[config.mk]
export PLATFORM = sky130hd
export DESIGN_NAME = intel_hex_record_loader_unit
export DESIGN_NICKNAME = d
export VERILOG_FILES = /design/src/hw/rtl/ihrl_pkg.sv /design/src/hw/rtl/intel_hex_record_loader_unit.sv /design/src/hw/rtl/ihrl_parser.sv
export SDC_FILE = /design/constraint.sdc
export NUM_CORES = 1
export LEC_CHECK = 0
export BUFFER_PORTS_ARGS = -buffer_cell sky130_fd_sc_hd__buf_2
export CAP_MARGIN = 0
export CORE_MARGIN = 3
export CORE_UTILIZATION = 39
export DETAILED_ROUTE_END_ITERATION = 10
export HOLD_SLACK_MARGIN = 0.03
export PLACE_DENSITY = 0.66
export SLEW_MARGIN = 20
export SYNTH_ARGS = -nofsm -noshare
export SYNTH_HDL_FRONTEND = slang
export SYNTH_SLANG_ARGS = --single-unit
[constraint.sdc]
create_clock -name clk -period 10.4 [get_ports clk]
set_input_delay 0.52 -clock clk [delete_from_list [all_inputs] [get_ports clk]]
set_output_delay 0.52 -clock clk [all_outputs]
set_load 0.02 [all_outputs]
[src/hw/rtl/ihrl_pkg.sv]
`default_nettype none
// ---------------------------------------------------------------------------
// ihrl_pkg
// Shared types and constants for the Intel HEX record loader.
// ---------------------------------------------------------------------------
package ihrl_pkg;

	localparam int CHAR_W     = 8;
	localparam int ADDR_W     = 16;
	localparam int REC_ADDR_W = 17;   // record address, one bit of headroom
	localparam int LEN_W      = 17;
	localparam int KIND_W     = 2;
	localparam int ERR_W      = 3;
	localparam int BYTE_W     = 8;
	localparam int TDATA_W    = 72;   // 68 bits of fields, padded to bytes

	localparam logic [CHAR_W-1:0] CH_COLON = 8'h3A;
	localparam logic [CHAR_W-1:0] CH_NUL   = 8'h00;
	localparam logic [CHAR_W-1:0] CH_CR    = 8'h0D;
	localparam logic [CHAR_W-1:0] CH_LF    = 8'h0A;

	typedef enum logic [KIND_W-1:0] {
		KIND_WRITE = 2'd0,
		KIND_DONE  = 2'd1,
		KIND_ERROR = 2'd2
	} kind_t;

	typedef enum logic [ERR_W-1:0] {
		ERR_NONE      = 3'd0,
		ERR_BAD_START = 3'd1,
		ERR_BAD_DIGIT = 3'd2,
		ERR_BAD_TYPE  = 3'd3,
		ERR_CHECKSUM  = 3'd4,
		ERR_ADDR_OVF  = 3'd5,
		ERR_TRUNCATED = 3'd6
	} err_t;

	typedef enum logic [6:0] {
		PH_FIRST   = 7'b0000001,
		PH_BETWEEN = 7'b0000010,
		PH_COUNT   = 7'b0000100,
		PH_ADDR    = 7'b0001000,
		PH_TYPE    = 7'b0010000,
		PH_DATA    = 7'b0100000,
		PH_CSUM    = 7'b1000000
	} phase_t;

	typedef struct packed {
		kind_t              kind;
		logic [ADDR_W-1:0]  write_addr;
		logic [BYTE_W-1:0]  write_data;
		logic [ADDR_W-1:0]  image_start;
		logic [LEN_W-1:0]   image_length;
		err_t               error_code;
		logic [BYTE_W-1:0]  computed_checksum;
	} result_t;

	// hex digit decode: bit 4 set when the character is a valid digit
	function automatic logic [4:0] hex_decode(input logic [CHAR_W-1:0] c);
		logic [4:0] r;
		r = 5'd0;
		if (c >= 8'h30 && c <= 8'h39) begin
			r = {1'b1, 4'(c - 8'h30)};
		end else if (c >= 8'h41 && c <= 8'h46) begin
			r = {1'b1, 4'(c - 8'h37)};
		end else if (c >= 8'h61 && c <= 8'h66) begin
			r = {1'b1, 4'(c - 8'h57)};
		end
		return r;
	endfunction

endpackage
`default_nettype wire

[src/hw/rtl/intel_hex_record_loader_unit.sv]
`default_nettype none
// ---------------------------------------------------------------------------
// intel_hex_record_loader_unit
// Streaming Intel HEX parser: characters in, memory writes / summary out.
// ---------------------------------------------------------------------------
// One ASCII character enters per word on the slave stream and one character
// is parsed per cycle: sustained rate is one word per clock, and each
// accepted character is held in the input register, then the parser step
// loads its result into the output register. Only back-pressure on the
// master stream slows intake. Each data byte of a type 00/01 record yields a
// write word; a NUL between records yields a done word with the lowest
// address written and the image length (0 when no data was seen). Any error
// yields one error word and then the block goes silent until reset;
// characters keep being accepted and dropped. tuser carries the result kind.
module intel_hex_record_loader_unit #(
	parameter int ADDR_BITS = 16
) (
	input  wire logic                         clk,
	input  wire logic                         arst_n,
	input  wire logic                         s_axis_tvalid,
	output logic                              s_axis_tready,
	input  wire logic [ihrl_pkg::CHAR_W-1:0]  s_axis_tdata,   // [7:0] ascii_char
	output logic                              m_axis_tvalid,
	input  wire logic                         m_axis_tready,
	// [15:0] write_addr, [23:16] write_data, [39:24] image_start,
	// [56:40] image_length, [59:57] error_code, [67:60] computed_checksum,
	// [71:68] zero
	output logic [ihrl_pkg::TDATA_W-1:0]      m_axis_tdata,
	output logic [ihrl_pkg::KIND_W-1:0]       m_axis_tuser    // [1:0] result_kind
);
	import ihrl_pkg::*;

	// stage 1: registered character
	logic              vld_s1;
	logic [CHAR_W-1:0] ch_s1;
	// stage 2: result register
	logic              vld_s2;
	result_t           res_s2;

	logic    adv;        // stage 1 character is parsed this cycle
	logic    res_valid;
	result_t res;

	// parse when the result register is free or being drained
	assign adv           = vld_s1 && (!vld_s2 || m_axis_tready);
	assign s_axis_tready = !vld_s1 || adv;

	ihrl_parser #(
		.ADDR_BITS(ADDR_BITS)
	) u_parser (
		.clk      (clk),
		.arst_n   (arst_n),
		.step     (adv),
		.ch       (ch_s1),
		.res_valid(res_valid),
		.res      (res)
	);

	always_ff @(posedge clk or negedge arst_n) begin
		if (!arst_n) begin
			vld_s1 <= 1'b0;
		end else if (s_axis_tready) begin
			vld_s1 <= s_axis_tvalid;
		end
	end

	always_ff @(posedge clk) begin
		if (s_axis_tready && s_axis_tvalid) begin
			ch_s1 <= s_axis_tdata;
		end
	end

	always_ff @(posedge clk or negedge arst_n) begin
		if (!arst_n) begin
			vld_s2 <= 1'b0;
		end else if (adv) begin
			vld_s2 <= res_valid;
		end else if (m_axis_tready) begin
			vld_s2 <= 1'b0;
		end
	end

	always_ff @(posedge clk) begin
		if (adv && res_valid) begin
			res_s2 <= res;
		end
	end

	assign m_axis_tvalid = vld_s2;
	assign m_axis_tuser  = res_s2.kind;
	assign m_axis_tdata  = {4'b0000,
		res_s2.computed_checksum,
		res_s2.error_code,
		res_s2.image_length,
		res_s2.image_start,
		res_s2.write_data,
		res_s2.write_addr};

endmodule
`default_nettype wire

[src/hw/rtl/ihrl_parser.sv]
`default_nettype none
// ---------------------------------------------------------------------------
// ihrl_parser
// Record parser state and the one-character update step.
// ---------------------------------------------------------------------------
module ihrl_parser #(
	parameter int ADDR_BITS = 16
) (
	input  wire logic                       clk,
	input  wire logic                       arst_n,
	input  wire logic                       step,
	input  wire logic [ihrl_pkg::CHAR_W-1:0] ch,
	output logic                            res_valid,
	output ihrl_pkg::result_t               res
);
	import ihrl_pkg::*;

	phase_t                  phase_q, phase_d;
	logic [1:0]              nib_q, nib_d;
	logic [ADDR_W-1:0]       fv_q, fv_d;
	logic [BYTE_W-1:0]       left_q, left_d;
	logic [REC_ADDR_W-1:0]   raddr_q, raddr_d;
	logic [BYTE_W-1:0]       sum_q, sum_d;
	logic [ADDR_W-1:0]       low_q, low_d;
	logic [ADDR_W-1:0]       high_q, high_d;
	logic                    seen_q, seen_d;
	logic                    err_q, err_d;

	logic [4:0]              hd;
	logic [ADDR_W-1:0]       fv_new;
	logic [2:0]              nib_inc;
	logic                    field_done;
	logic [BYTE_W-1:0]       comp;
	logic [BYTE_W-1:0]       left_dec;

	assign hd       = hex_decode(ch);
	assign fv_new   = {fv_q[ADDR_W-5:0], hd[3:0]};
	assign nib_inc  = {1'b0, nib_q} + 3'd1;
	assign field_done = (phase_q == PH_ADDR) ? (nib_inc == 3'd4) : (nib_inc == 3'd2);
	assign comp     = 8'(9'h100 - {1'b0, sum_q});
	assign left_dec = left_q - 8'd1;

	always_comb begin
		phase_d = phase_q;
		nib_d   = nib_q;
		fv_d    = fv_q;
		left_d  = left_q;
		raddr_d = raddr_q;
		sum_d   = sum_q;
		low_d   = low_q;
		high_d  = high_q;
		seen_d  = seen_q;
		err_d   = err_q;
		res_valid = 1'b0;
		res       = '0;

		if (!err_q) begin
			unique case (phase_q) inside
				PH_FIRST, PH_BETWEEN: begin
					if (ch == CH_COLON) begin
						phase_d = PH_COUNT;
						nib_d   = 2'd0;
						fv_d    = '0;
						sum_d   = '0;
					end else if (ch == CH_NUL) begin
						res_valid = 1'b1;
						res.kind  = KIND_DONE;
						if (seen_q) begin
							res.image_start  = low_q;
							res.image_length = {1'b0, high_q} - {1'b0, low_q} + 17'd1;
						end
					end else if (!(phase_q == PH_BETWEEN && (ch == CH_CR || ch == CH_LF))) begin
						res_valid      = 1'b1;
						res.kind       = KIND_ERROR;
						res.error_code = ERR_BAD_START;
						err_d          = 1'b1;
					end
				end
				PH_COUNT, PH_ADDR, PH_TYPE, PH_DATA, PH_CSUM: begin
					if (ch == CH_NUL) begin
						res_valid      = 1'b1;
						res.kind       = KIND_ERROR;
						res.error_code = ERR_TRUNCATED;
						err_d          = 1'b1;
					end else if (!hd[4]) begin
						res_valid      = 1'b1;
						res.kind       = KIND_ERROR;
						res.error_code = ERR_BAD_DIGIT;
						err_d          = 1'b1;
					end else if (!field_done) begin
						fv_d  = fv_new;
						nib_d = nib_inc[1:0];
					end else begin
						fv_d  = '0;
						nib_d = 2'd0;
						if (phase_q == PH_COUNT) begin
							left_d  = fv_new[7:0];
							sum_d   = sum_q + fv_new[7:0];
							phase_d = PH_ADDR;
						end else if (phase_q == PH_ADDR) begin
							raddr_d = {1'b0, fv_new};
							sum_d   = sum_q + fv_new[15:8] + fv_new[7:0];
							phase_d = PH_TYPE;
						end else if (phase_q == PH_TYPE) begin
							sum_d = sum_q + fv_new[7:0];
							if (fv_new[7:0] > 8'd1) begin
								res_valid      = 1'b1;
								res.kind       = KIND_ERROR;
								res.error_code = ERR_BAD_TYPE;
								err_d          = 1'b1;
							end else begin
								phase_d = (left_q != 8'd0) ? PH_DATA : PH_CSUM;
							end
						end else if (phase_q == PH_DATA) begin
							sum_d = sum_q + fv_new[7:0];
							if (raddr_q[REC_ADDR_W-1:ADDR_BITS] != '0) begin
								res_valid      = 1'b1;
								res.kind       = KIND_ERROR;
								res.error_code = ERR_ADDR_OVF;
								err_d          = 1'b1;
							end else begin
								res_valid      = 1'b1;
								res.kind       = KIND_WRITE;
								res.write_addr = raddr_q[ADDR_W-1:0];
								res.write_data = fv_new[7:0];
								if (raddr_q[ADDR_W-1:0] < low_q)  low_d  = raddr_q[ADDR_W-1:0];
								if (raddr_q[ADDR_W-1:0] > high_q) high_d = raddr_q[ADDR_W-1:0];
								seen_d  = 1'b1;
								raddr_d = raddr_q + 17'd1;
								left_d  = left_dec;
								if (left_dec == 8'd0) phase_d = PH_CSUM;
							end
						end else begin
							phase_d = PH_BETWEEN;
							if (fv_new[7:0] != comp) begin
								res_valid             = 1'b1;
								res.kind              = KIND_ERROR;
								res.error_code        = ERR_CHECKSUM;
								res.computed_checksum = comp;
								err_d                 = 1'b1;
							end
						end
					end
				end
				default: begin
					phase_d = PH_FIRST;
				end
			endcase
		end
	end

	always_ff @(posedge clk or negedge arst_n) begin
		if (!arst_n) begin
			phase_q <= PH_FIRST;
			nib_q   <= '0;
			fv_q    <= '0;
			left_q  <= '0;
			raddr_q <= '0;
			sum_q   <= '0;
			low_q   <= '1;
			high_q  <= '0;
			seen_q  <= 1'b0;
			err_q   <= 1'b0;
		end else if (step) begin
			phase_q <= phase_d;
			nib_q   <= nib_d;
			fv_q    <= fv_d;
			left_q  <= left_d;
			raddr_q <= raddr_d;
			sum_q   <= sum_d;
			low_q   <= low_d;
			high_q  <= high_d;
			seen_q  <= seen_d;
			err_q   <= err_d;
		end
	end

endmodule
`default_nettype wire
## Word-level counts from Yosys, hierarchy flattened

Index checks and enable logic that the tools add are counted.

- $add $sub $neg: 12
- $mul: 0
- Div/mod/pow operators: 0
- Order comparisons: 9
- Equal/unequal tests: 26
- Shift-type cells: 0
- Mux-type cells: 106
- Bitwise operators: 13
- Reductions and logical operators: 33

Operators by type and width:

| operator | count |
|---|---|
| two-way mux 8 bit | 15 |
| two-way mux 7 bit | 12 |
| two-way mux 26 bit | 3 |
| two-way mux 24 bit | 3 |
| two-way mux 17 bit | 4 |
| two-way mux 12 bit | 4 |
| two-way mux 11 bit | 4 |
| adder 17 x 1 -> 17 bit, second input constant | 2 |
| two-way mux 1 bit | 30 |
| two-way mux 2 bit | 15 |
| adder 8 bit | 3 |
| case mux 12 bit (2 select lines) | 1 |
| AND reduction 12 bit | 2 |
| AND reduction 10 bit | 2 |
| OR reduction 10 bit | 2 |
| AND reduction 9 bit | 2 |
| subtractor 16 x 16 -> 17 bit | 1 |
| == test 8 x 4 -> 1 bit, second input constant | 2 |
| >= comparator 8 x 7 -> 1 bit, second input constant | 2 |
| greater-than comparator 16 bit | 1 |
| less-or-equal comparator 8 x 7 -> 1 bit, second input constant | 2 |
| zero test 8 bit | 2 |
| < comparator 16 bit | 1 |
| case mux 8 bit (2 select lines) | 1 |
| 42 further kinds | 83 |

- Bits in registers: 168
- Bits in latches: 0
- Memory bits (writable): 0
- Bits in read-only memories: 0
- Input port bits: 12
- Output and inout bits: 76
- Word-level logic and storage cells: 220
- Memories kept: 0

## Longest topological paths before layout

Gate-level depths: netlist of run 1.

- Depth in word-level cells: 17
- Mapped depth: 19
- Gate-level depth less buffers: 19

## Hierarchy

Synthesis of run 1 repeated with hierarchy kept, for this count alone.

- Cells, all modules: 992
- Area, all modules: 10,312.4 um^2

Modules (own cells, without submodules):

| module | times used | cells each | area each (um^2) | seq. area each (um^2) |
|---|---|---|---|---|
| ihrl_parser | 1 | 899 | 7,827.5 | 2,223.4 |
| intel_hex_record_loader_unit | 1 | 93 | 2,484.9 | 2,392.3 |

## Worst setup path after synthesis of run 1

Ideal clock, no wire load.

- Path kind: register to register
- Start: register u_parser.phase_q[1]
- End: register res_s2 (netlist bit m_axis_tdata[0]), enable pin
- Library setup time: 0.595 ns
- Data arrival time: 7.068 ns
- Required time: 9.805 ns
- Setup slack: 2.738 ns
- Cell stages (with the launch flop): 8
- Buffers on the path: 0
- Period minus slack after synthesis: 7.662 ns
- Cells stage by stage: dfrtp_1 > or2_2 > or3_1 > or4b_2 > a21o_1 > a21oi_1 > nand2_1 > o21ai_0

- Longest elaborated chain between the ends: 11
- Elaborated cells on any way between the ends: 24
- Classes of those cells: eq/ne: 7; mux: 13; reduce/logical: 4

RTL lines:

| what | RTL line | text |
|---|---|---|
| start, declared | ihrl_parser.sv:18 | `phase_t phase_q, phase_d;` |
| start signal, assigned | ihrl_parser.sv:165 | `phase_q <= phase_d;` |
| == test 7 x 6 -> 1 bit | ihrl_parser.sv:114 | `end else if (phase_q == PH_DATA) begin` |
| two-way mux 1 bit | ihrl_parser.sv:114 |  |
| two-way mux 1 bit | ihrl_parser.sv:104 | `end else if (phase_q == PH_TYPE) begin` |
| two-way mux 1 bit | ihrl_parser.sv:100 | `end else if (phase_q == PH_ADDR) begin` |
| two-way mux 1 bit | ihrl_parser.sv:96 | `if (phase_q == PH_COUNT) begin` |
| two-way mux 1 bit | ihrl_parser.sv:90 | `end else if (!field_done) begin` |
| two-way mux 1 bit | ihrl_parser.sv:85 | `end else if (!hd[4]) begin` |
| two-way mux 1 bit | ihrl_parser.sv:80 | `if (ch == CH_NUL) begin` |
| case mux 1 bit (2 select lines) (*) | ihrl_parser.sv:58 | `unique case (phase_q) inside` |
| two-way mux 1 bit (*) | ihrl_parser.sv:57 | `if (!err_q) begin` |
| logical AND 1 bit (*) | intel_hex_record_loader_unit.sv:84 | `if (adv && res_valid) begin` |
| end signal, assigned | intel_hex_record_loader_unit.sv:85 | `res_s2 <= res;` |
| end, declared | intel_hex_record_loader_unit.sv:38 | `result_t res_s2;` |

Every way passes the cells marked *; elsewhere a longest branch is shown, timed or not.
A chain may end at the register's enable or synchronous reset.

## Final worst setup path of run 1

- Start: register ch_s1[1]
- End: register u_parser.sum_q[7]

- Longest elaborated chain between the ends: 14
- Elaborated cells on any way between the ends: 31
- Classes of those cells: add/sub: 5; order compare: 6; eq/ne: 4; mux: 11; reduce/logical: 5

RTL lines:

| what | RTL line | text |
|---|---|---|
| start, declared | intel_hex_record_loader_unit.sv:35 | `logic [CHAR_W-1:0] ch_s1;` |
| start signal, assigned | intel_hex_record_loader_unit.sv:69 | `ch_s1 <= s_axis_tdata;` |
| >= comparator 8 x 7 -> 1 bit or less-or-equal comparator 8 x 7 -> 1 bit (tied branches) | ihrl_pkg.sv:66 | `end else if (c >= 8'h61 && c <= 8'h66) begin` |
| logical AND 1 bit | ihrl_pkg.sv:66 |  |
| two-way mux 5 bit | ihrl_pkg.sv:66 |  |
| two-way mux 5 bit | ihrl_pkg.sv:64 | `end else if (c >= 8'h41 && c <= 8'h46) begin` |
| two-way mux 5 bit (*) | ihrl_pkg.sv:62 | `if (c >= 8'h30 && c <= 8'h39) begin` |
| net u_parser.hd[1] | ihrl_parser.sv:29 | `logic [4:0] hd;` |
| adder 8 bit | ihrl_parser.sv:98, ihrl_parser.sv:105, ihrl_parser.sv:115 |  |
| two-way mux 8 bit | ihrl_parser.sv:114 |  |
| two-way mux 8 bit | ihrl_parser.sv:104 |  |
| two-way mux 8 bit | ihrl_parser.sv:100 |  |
| two-way mux 8 bit (*) | ihrl_parser.sv:96 |  |
| two-way mux 8 bit (*) | ihrl_parser.sv:90 |  |
| two-way mux 8 bit (*) | ihrl_parser.sv:85 |  |
| two-way mux 8 bit (*) | ihrl_parser.sv:80 |  |
| case mux 8 bit (2 select lines) (*) | ihrl_parser.sv:58 |  |
| end signal, assigned | ihrl_parser.sv:170 | `sum_q <= sum_d;` |
| end, declared | ihrl_parser.sv:23 | `logic [BYTE_W-1:0] sum_q, sum_d;` |

Mark *: on every way through the listed nets, which the timed path passes. The rest lies on a longest branch. The select of a mux whose other input is x is not followed.

==> results of run 1 <==
## worst max path at each step
stage / cells after the start / endpoint / slack [ns] / from
global route: 19 / u_parser.sum_q[7] / 5.22 / ch_s1[1]
global placement: 19 / u_parser.sum_q[7] / 5.90 / ch_s1[1]
floorplan: 7 / m_axis_tdata[0] / 2.74 / u_parser.phase_q[1]
finish: 19 / u_parser.sum_q[7] / 5.67 / ch_s1[1]
detailed placement: 19 / u_parser.sum_q[7] / 5.75 / ch_s1[1]
CTS: 19 / u_parser.sum_q[7] / 5.73 / ch_s1[1]
## routing by layer
metal,up-vias,track usage
met5,-,0
met4,0,0.0534
met3,37,0.0264
met2,192,0.301
met1,3804,0.242
li1,3765,-
## logic make-up (layout without fill, tap and decap cells)
| logic type | count (synthesis) | count (layout) | synth area share |
|---|---|---|---|
| AOI/OAI and AO/OA | 219 | 219 | 0.137 |
| xor gates and xnor gates | 38 | 38 | 0.0327 |
| adders and majority gates | 94 | 94 | 0.123 |
| buffers and inverters | 115 | 198 | 0.0467 |
| DFF | 168 | 168 | 0.453 |
| muxes | 35 | 35 | 0.0376 |
| other | 1 | 4 | 0.000368 |
| and+or+nand+nor | 333 | 333 | 0.169 |
## final cells by class
cell class	instances	area, sq um	area share
Inverter	73	274	0.0238
Clock inverter	14	161	0.0140
Clock buffer	18	439	0.0381
Sequential cell	168	4620	0.401
Multi-Input combinational cell	723	5120	0.445
Timing Repair Buffer	93	493	0.0428
Tap cell	330	413	0.0358
## flip-flops by register name (all words and copies together) (netlist names), 7 cells and up
| name | count |
|---|---|
| ch_s1 | 8 |
| m_axis_tdata | 68 |
| u_parser.fv_q | 12 |
| u_parser.high_q | 16 |
| u_parser.left_q | 8 |
| u_parser.low_q | 16 |
| u_parser.phase_q | 7 |
| u_parser.raddr_q | 17 |
| u_parser.sum_q | 8 |
## stage by stage
stage	hold slack [ns]	std cells	cell area (sq um)	setup WS, ns	power [mW]
2_1_floorplan	0.224	1006	10200	2.74	0.736
3_3_place_gp	0.477	1387	10900	5.90	0.750
3_5_place_dp	0.486	1387	10900	5.75	0.752
4_1_cts	0.112	1419	11500	5.73	1.40
5_1_grt	0.141	1419	11500	5.22	1.44
6_report	0.104	1419	11500	5.67	1.39
## power breakdown
part	internal, mW	switching, mW
sequential	0.694	0.00286
clock	0.367	0.287
combinational	0.0145	0.0271
total	1.08	0.317
## Yosys cell counts, types with 21 or more instances
library cell,instances
a21oi_1,60
o21ai_0,68
nor2_1,73
a21o_1,21
edfxtp_1,78
and3_1,33
dfrtp_1,73
xnor2_1,21
nand2_1,89
clkbuf_1,29
nor3_1,24
ha_1,84
mux2_2,26
inv_1,73
## worst max-delay path, delay by kind of cell (launching register included)
kind | cells | cell delay, ns
buffers and inverters | 3 | 0.36
adder cells (fa/ha/maj) | 4 | 1.39
AO/OA/AOI/OAI | 8 | 1.54
flip-flops | 1 | 0.43
XOR/XNOR | 2 | 0.31
AND/OR/NAND/NOR | 2 | 0.59
## cells in the final DEF, fill, tap and decap left out, drive strengths merged, types with 6 or more instances in the layout
cell and count:
o31ai 8, nor4 9, mux2i 9, nor2 73, dfrtp 73, fa 10
a21o 21, ha 84, nand2b 10, nand4 10, edfxtp 78, nor3b 12
buf 93, mux2 26, a21oi 61, nand3 18, xor2 17, or2 11
clkbuf 18, xnor2 21, dfstp 17, or4 7, or3 9, and3 33
nor3 26, o21ai 70, inv 79, o211ai 7, nor2b 6, nand2 89
==> results_dict.tcl, run 1 <==
set metrics [dict create \
    reg2reg_slack_ns 5.67 \
    hold_violations 0 \
    hpwlAfterDp_um 17700 \
    postCtsResizedCells 0 \
    grt_pass1_wl_um 41000 \
    grt_max_degree 62 \
    wl_met1_um 11200 \
    drive_gt1_frac 0.181 \
    critPathSlowestCell "fa_1" \
    area_delta_synth_final_pct 13.2 \
    clock_path_buffers 2 \
    drt_wl_total_um 25000 \
    synth_cells 1003 \
    clockRootBuffer "clkbuf_16" \
    avgSynthCellArea_sq_um 10.1 \
    antenna_found_initial 0 \
    final.min_clock_period_ns 4.73 \
    drtIter0Drc 529 \
    fin_crit_sh 0.455 \
    die_height_um 168 \
    r2r_cells 19 \
    clk_pin_slew_worst_paths_ns 0.07 \
    setup_viol 0 \
    slew_viol_final 0 \
    first_global_vias 7671 \
    ys_types 71 \
    dieWidth_um 168 \
    ioPinCount 88 \
    ctsHoldBuffers 0 \
    relSlewSlack 0.333 \
    post_cts_buffers 0 \
    max_freq_mhz 211 \
    synth_flop_cell "edfxtp_1" \
    crit_type "reg2reg" \
    hp-class "in2async" \
    maxCapViolCount 0 \
    synthDominantCellAreaShare 0.230 \
    cp_slowest_stage_delay_ns 0.50 \
    synth_area_leader_cell "edfxtp_1" \
    die_area_sq_um 28100 \
    endpoint_kind "register" \
    finalClockSkew_ns 0.0104 \
    clock-sinks 168 \
    leakage_nw 5.40 \
    yosysSeqAreaShare 0.453 \
    cp_common_cell "inv_1" \
    utilization 0.453 \
    tightestPinTransition_ns 1.00 \
    grt_usage 0.179 \
    cp_max_fo 9 \
    reg2reg_to "u_parser.sum_q[7]" \
    cts_buffers 17 \
    worstSkewPairLatency_ns 0.43 \
    rows 58 \
    vias_per_cell 5.50 \
    overflow 0 \
    crit_chain "inv_1, ha_1, o21bai_1, a21oi_1, nor2_1, nor2_1, inv_1, fa_1, inv_1, ha_1, fa_1, a21o_1, a21oi_1, o21ai_0, xnor2_1, o211ai_1, xnor2_1, o21ai_0, a22o_1" \
    yosys-top-cells-area "edfxtp_1, dfrtp_1, ha_1" \
    ant_nets 0 \
    outcome "finished clean" \
    r2r_start "ch_s1[1]" \
    vias 7798 \
    layout.nets 1182 \
    finalWeightedCongestion 0.896 \
    ir_worst_vdd_uv 86.8 \
    cp.required_ns 10.72 \
    cts_max_level 4 \
    tns_ns 0 \
    wl_per_cell_um 17.6 \
    synth_edf_count 78 \
    worst_setup_path_start_kind "register" \
    cts_tree "built" \
    maxUsedRoutingLayer "met4" \
    rsz0062_at_grt "no" \
    fillers 2428 \
    synth_seq_cells 168 \
    initial_core_util 0.401 \
    pwr_density_cell_nw_per_um2 121 \
    syn_area_sq_um 10200 \
    async_reset_ff_frac 0.536 \
    diodes 0 \
    dr_wl_met3_um 1090 \
    core_area_sq_um 25400 \
    drtPass1Iterations 5 \
    drcViolationCount 0 \
    dr_wl_met2_um 12200 \
    io_buffers 83 \
    yosys_warnings 0 \
    cp.arrival_ns 5.05 \
]
Power figures use the tool's default switching activity.
==> run 2: changes to the inputs <==
--- a/config.mk
+++ b/config.mk
@@ -5,6 +5,7 @@
 export SDC_FILE = /design/constraint.sdc
 export NUM_CORES = 1
 export LEC_CHECK = 0
+export ABC_AREA = 1
 export BUFFER_PORTS_ARGS = -buffer_cell sky130_fd_sc_hd__buf_2
 export CAP_MARGIN = 0
 export CORE_MARGIN = 3
==> constraint.sdc (replaced) <==
create_clock -name clk -period 4.9 [get_ports clk]
set_input_delay 0.245 -clock clk [delete_from_list [all_inputs] [get_ports clk]]
set_output_delay 0.245 -clock clk [all_outputs]
set_load 0.02 [all_outputs]
==> results_dict.tcl, run 2 <==
set metrics [dict create \
    synth_common_cells "nand2_1, inv_1, nor2_1" \
    tightestPinTransition_ns 1.02 \
    avgSynthCellArea_sq_um 8.89 \
    final_cell_mix "nand2_1, inv_1, nor2_1" \
    yosysMostFrequentCell "nand2_1" \
    wl_per_cell_um 15.4 \
    io_buffers 83 \
    leakage_nw 5.66 \
    synth_area_leader_cell "edfxtp_1" \
    synth-simple-area-share 0.223 \
    yosys-top-cells-area "edfxtp_1, dfrtp_1, ha_1" \
    tns_ns 0 \
    vias_per_cell 5.17 \
    antenna_found_initial 0 \
    worstSkewPairLatency_ns 0.43 \
    dieWidth_um 170 \
    reg2reg_slack_ns 0.96 \
    dp.cells 1584 \
    maxCapViolCount 0 \
    crit_type "reg2reg" \
    finalWeightedCongestion 0.907 \
    synthDominantCellAreaShare 0.222 \
    r2r_start "ch_s1[0]" \
    layout.nets 1384 \
    critPathSlowestCell "o21ai_0" \
    final_common_cell "nand2_1" \
    yosysSeqAreaShare 0.438 \
    p_comb_frac 0.036 \
    area_delta_synth_final_pct 13.7 \
    worstSetupEndpoint "m_axis_tdata[34]" \
    hold_depth 4 \
    max_freq_mhz 254 \
    maxUsedRoutingLayer "met4" \
    grt_usage 0.176 \
    crit_chain "inv_1, ha_1, nor2_1, nand2_1, nand3_2, o21ai_0, ha_1, a21oi_1, nand3_1, nor2_1, nand3_1, nor2_1, nand3_1, nand3_1, nand2_1, nand2_1, inv_2, buf_4" \
    dr_wl_met2_um 11900 \
    setup_viol 0 \
    final.min_clock_period_ns 3.94 \
    finalClockSkew_ns 0.0122 \
    drcViolationCount 0 \
    largest_register_ffs 68 \
    wl_met1_um 11500 \
    switching_power_mw 0.713 \
    grt_pass1_wl_um 40700 \
    hp-class "in2reg" \
    synth_adder_area_share 0.119 \
    clock_path_buffers 2 \
    startpoint "ch_s1[0]" \
    clk_pin_slew_worst_paths_ns 0.07 \
    utilization 0.456 \
    fin_crit_sh 0.805 \
    switching_share 0.233 \
    drive_gt1_frac 0.168 \
    overflow 0 \
    synth_edf_count 78 \
    ant_nets 0 \
    initial_core_util 0.401 \
    cp_slowest_stage_delay_ns 0.62 \
    post-place-ws_ns 0.927 \
    outcome "finished clean" \
    die_area_sq_um 29000 \
    vias 8412 \
    synth_flop_cell "edfxtp_1" \
    drt_wl_total_um 25000 \
    power_frac_seq 0.482 \
    cp_common_cell "nand3_1" \
    first_global_vias 8053 \
    grt_max_degree 57 \
    internal_power_mw 2.35 \
    cts_tree "built" \
    synth_xor_area_frac 0.0158 \
    relSlewSlack 0.319 \
    hold_violations 0 \
    core_area_sq_um 26300 \
    drtPass1Iterations 7 \
    drtIter0Drc 674 \
    endpoint_kind "register" \
    synth_seq_cells 168 \
    synth_compound_area_frac 0.127 \
    clkPwrFrac 0.482 \
    die_height_um 170 \
    rsz0062_at_grt "no" \
    cp.required_ns 5.06 \
    cts_max_level 4 \
    hpwlAfterDp_um 18600 \
    fin_ws_ns 0.956 \
    fin_cells 1626 \
    cp_max_fo 35 \
    dr_wl_met3_um 1100 \
    clock-sinks 168 \
    pwr_density_cell_nw_per_um2 256 \
    synth_cells 1185 \
    diodes 0 \
    synthMuxAreaShare 0 \
    ir_worst_vdd_uv 209 \
    rows 59 \
    worst_setup_path_start_kind "register" \
    yosys_warnings 0 \
    hp-start "m_axis_tready" \
    syn_area_sq_um 10500 \
    slew_viol_final 0 \
    synth_top_family_by_area "simple AND/OR/NAND/NOR gates" \
    r2r_cells 18 \
    clockRootBuffer "clkbuf_16" \
    cp.arrival_ns 4.11 \
    reg2reg_to "m_axis_tdata[34]" \
    cts_buffers 17 \
    ys_types 58 \
    async_reset_ff_frac 0.536 \
    ioPinCount 88 \
]
## run 2: cells by family (layout without fill, tap and decap cells)
kind of cell | Yosys count | count (layout)
fa+ha+maj | 94 | 94
other cells | 1 | 4
buf+inv | 191 | 294
compound gates | 223 | 223
flops | 168 | 168
xor+xnor | 19 | 19
simple gates | 489 | 489
## run 2: layout make-up
type,instances,area [sq um]
Clock buffer,18,439
Clock inverter,14,208
Fill cell,2513,14300
Inverter,164,622
Multi-Input combinational cell,829,5120
Sequential cell,168,4620
Tap cell,335,419
Timing Repair Buffer,98,556
## run 2: worst min path at each step
stage | end | slack (ns)
6_report | m_axis_tvalid | 0.10
5_1_grt | vld_s1 | 0.15
2_1_floorplan | m_axis_tvalid | -0.05
4_1_cts | m_axis_tvalid | 0.09
3_5_place_dp | vld_s1 | 0.36
3_3_place_gp | vld_s1 | 0.37
## run 2: routing by layer
metal  global-route usage  vias up
li1                     -     4183
met5                    0        -
met3               0.0321       38
met1                0.229     3969
met2                0.299      222
met4               0.0529        0
## run 2: worst max-delay path: cells and delay by family, from the launching register on
family          cells  cell delay, ns
buf+inv             3            0.83
fa+ha+maj           2            0.57
compound gates      2            0.77
flops               1            0.43
simple gates       11            1.03
## run 2: through the flow
step / hold WS [ns] / power, mW / area, sq um
final: 0.101 / 3.07 / 12000
after global routing: 0.154 / 3.16 / 12000
after CTS: 0.0941 / 3.08 / 12000
after detailed placement: 0.364 / 1.61 / 11200
after global placement: 0.367 / 1.61 / 11200
after floorplan: -0.0506 / 1.57 / 10500
## run 2: what timing repair did
action / 4_1_cts / 5_1_grt
hold endpoints to repair: 59 / 0
setup buffers: 0 / 0
resized for setup: 0 / 0
hold buffers: 10 / 0
## run 2: power by group through the flow
stage | clock [mW] | combinational, mW | sequential [mW]
global placement | 0 | 0.100 | 1.51
finish | 1.48 | 0.110 | 1.48
CTS | 1.50 | 0.109 | 1.48
detailed placement | 0 | 0.102 | 1.51
global route | 1.56 | 0.126 | 1.48
floorplan | 0 | 0.0680 | 1.51
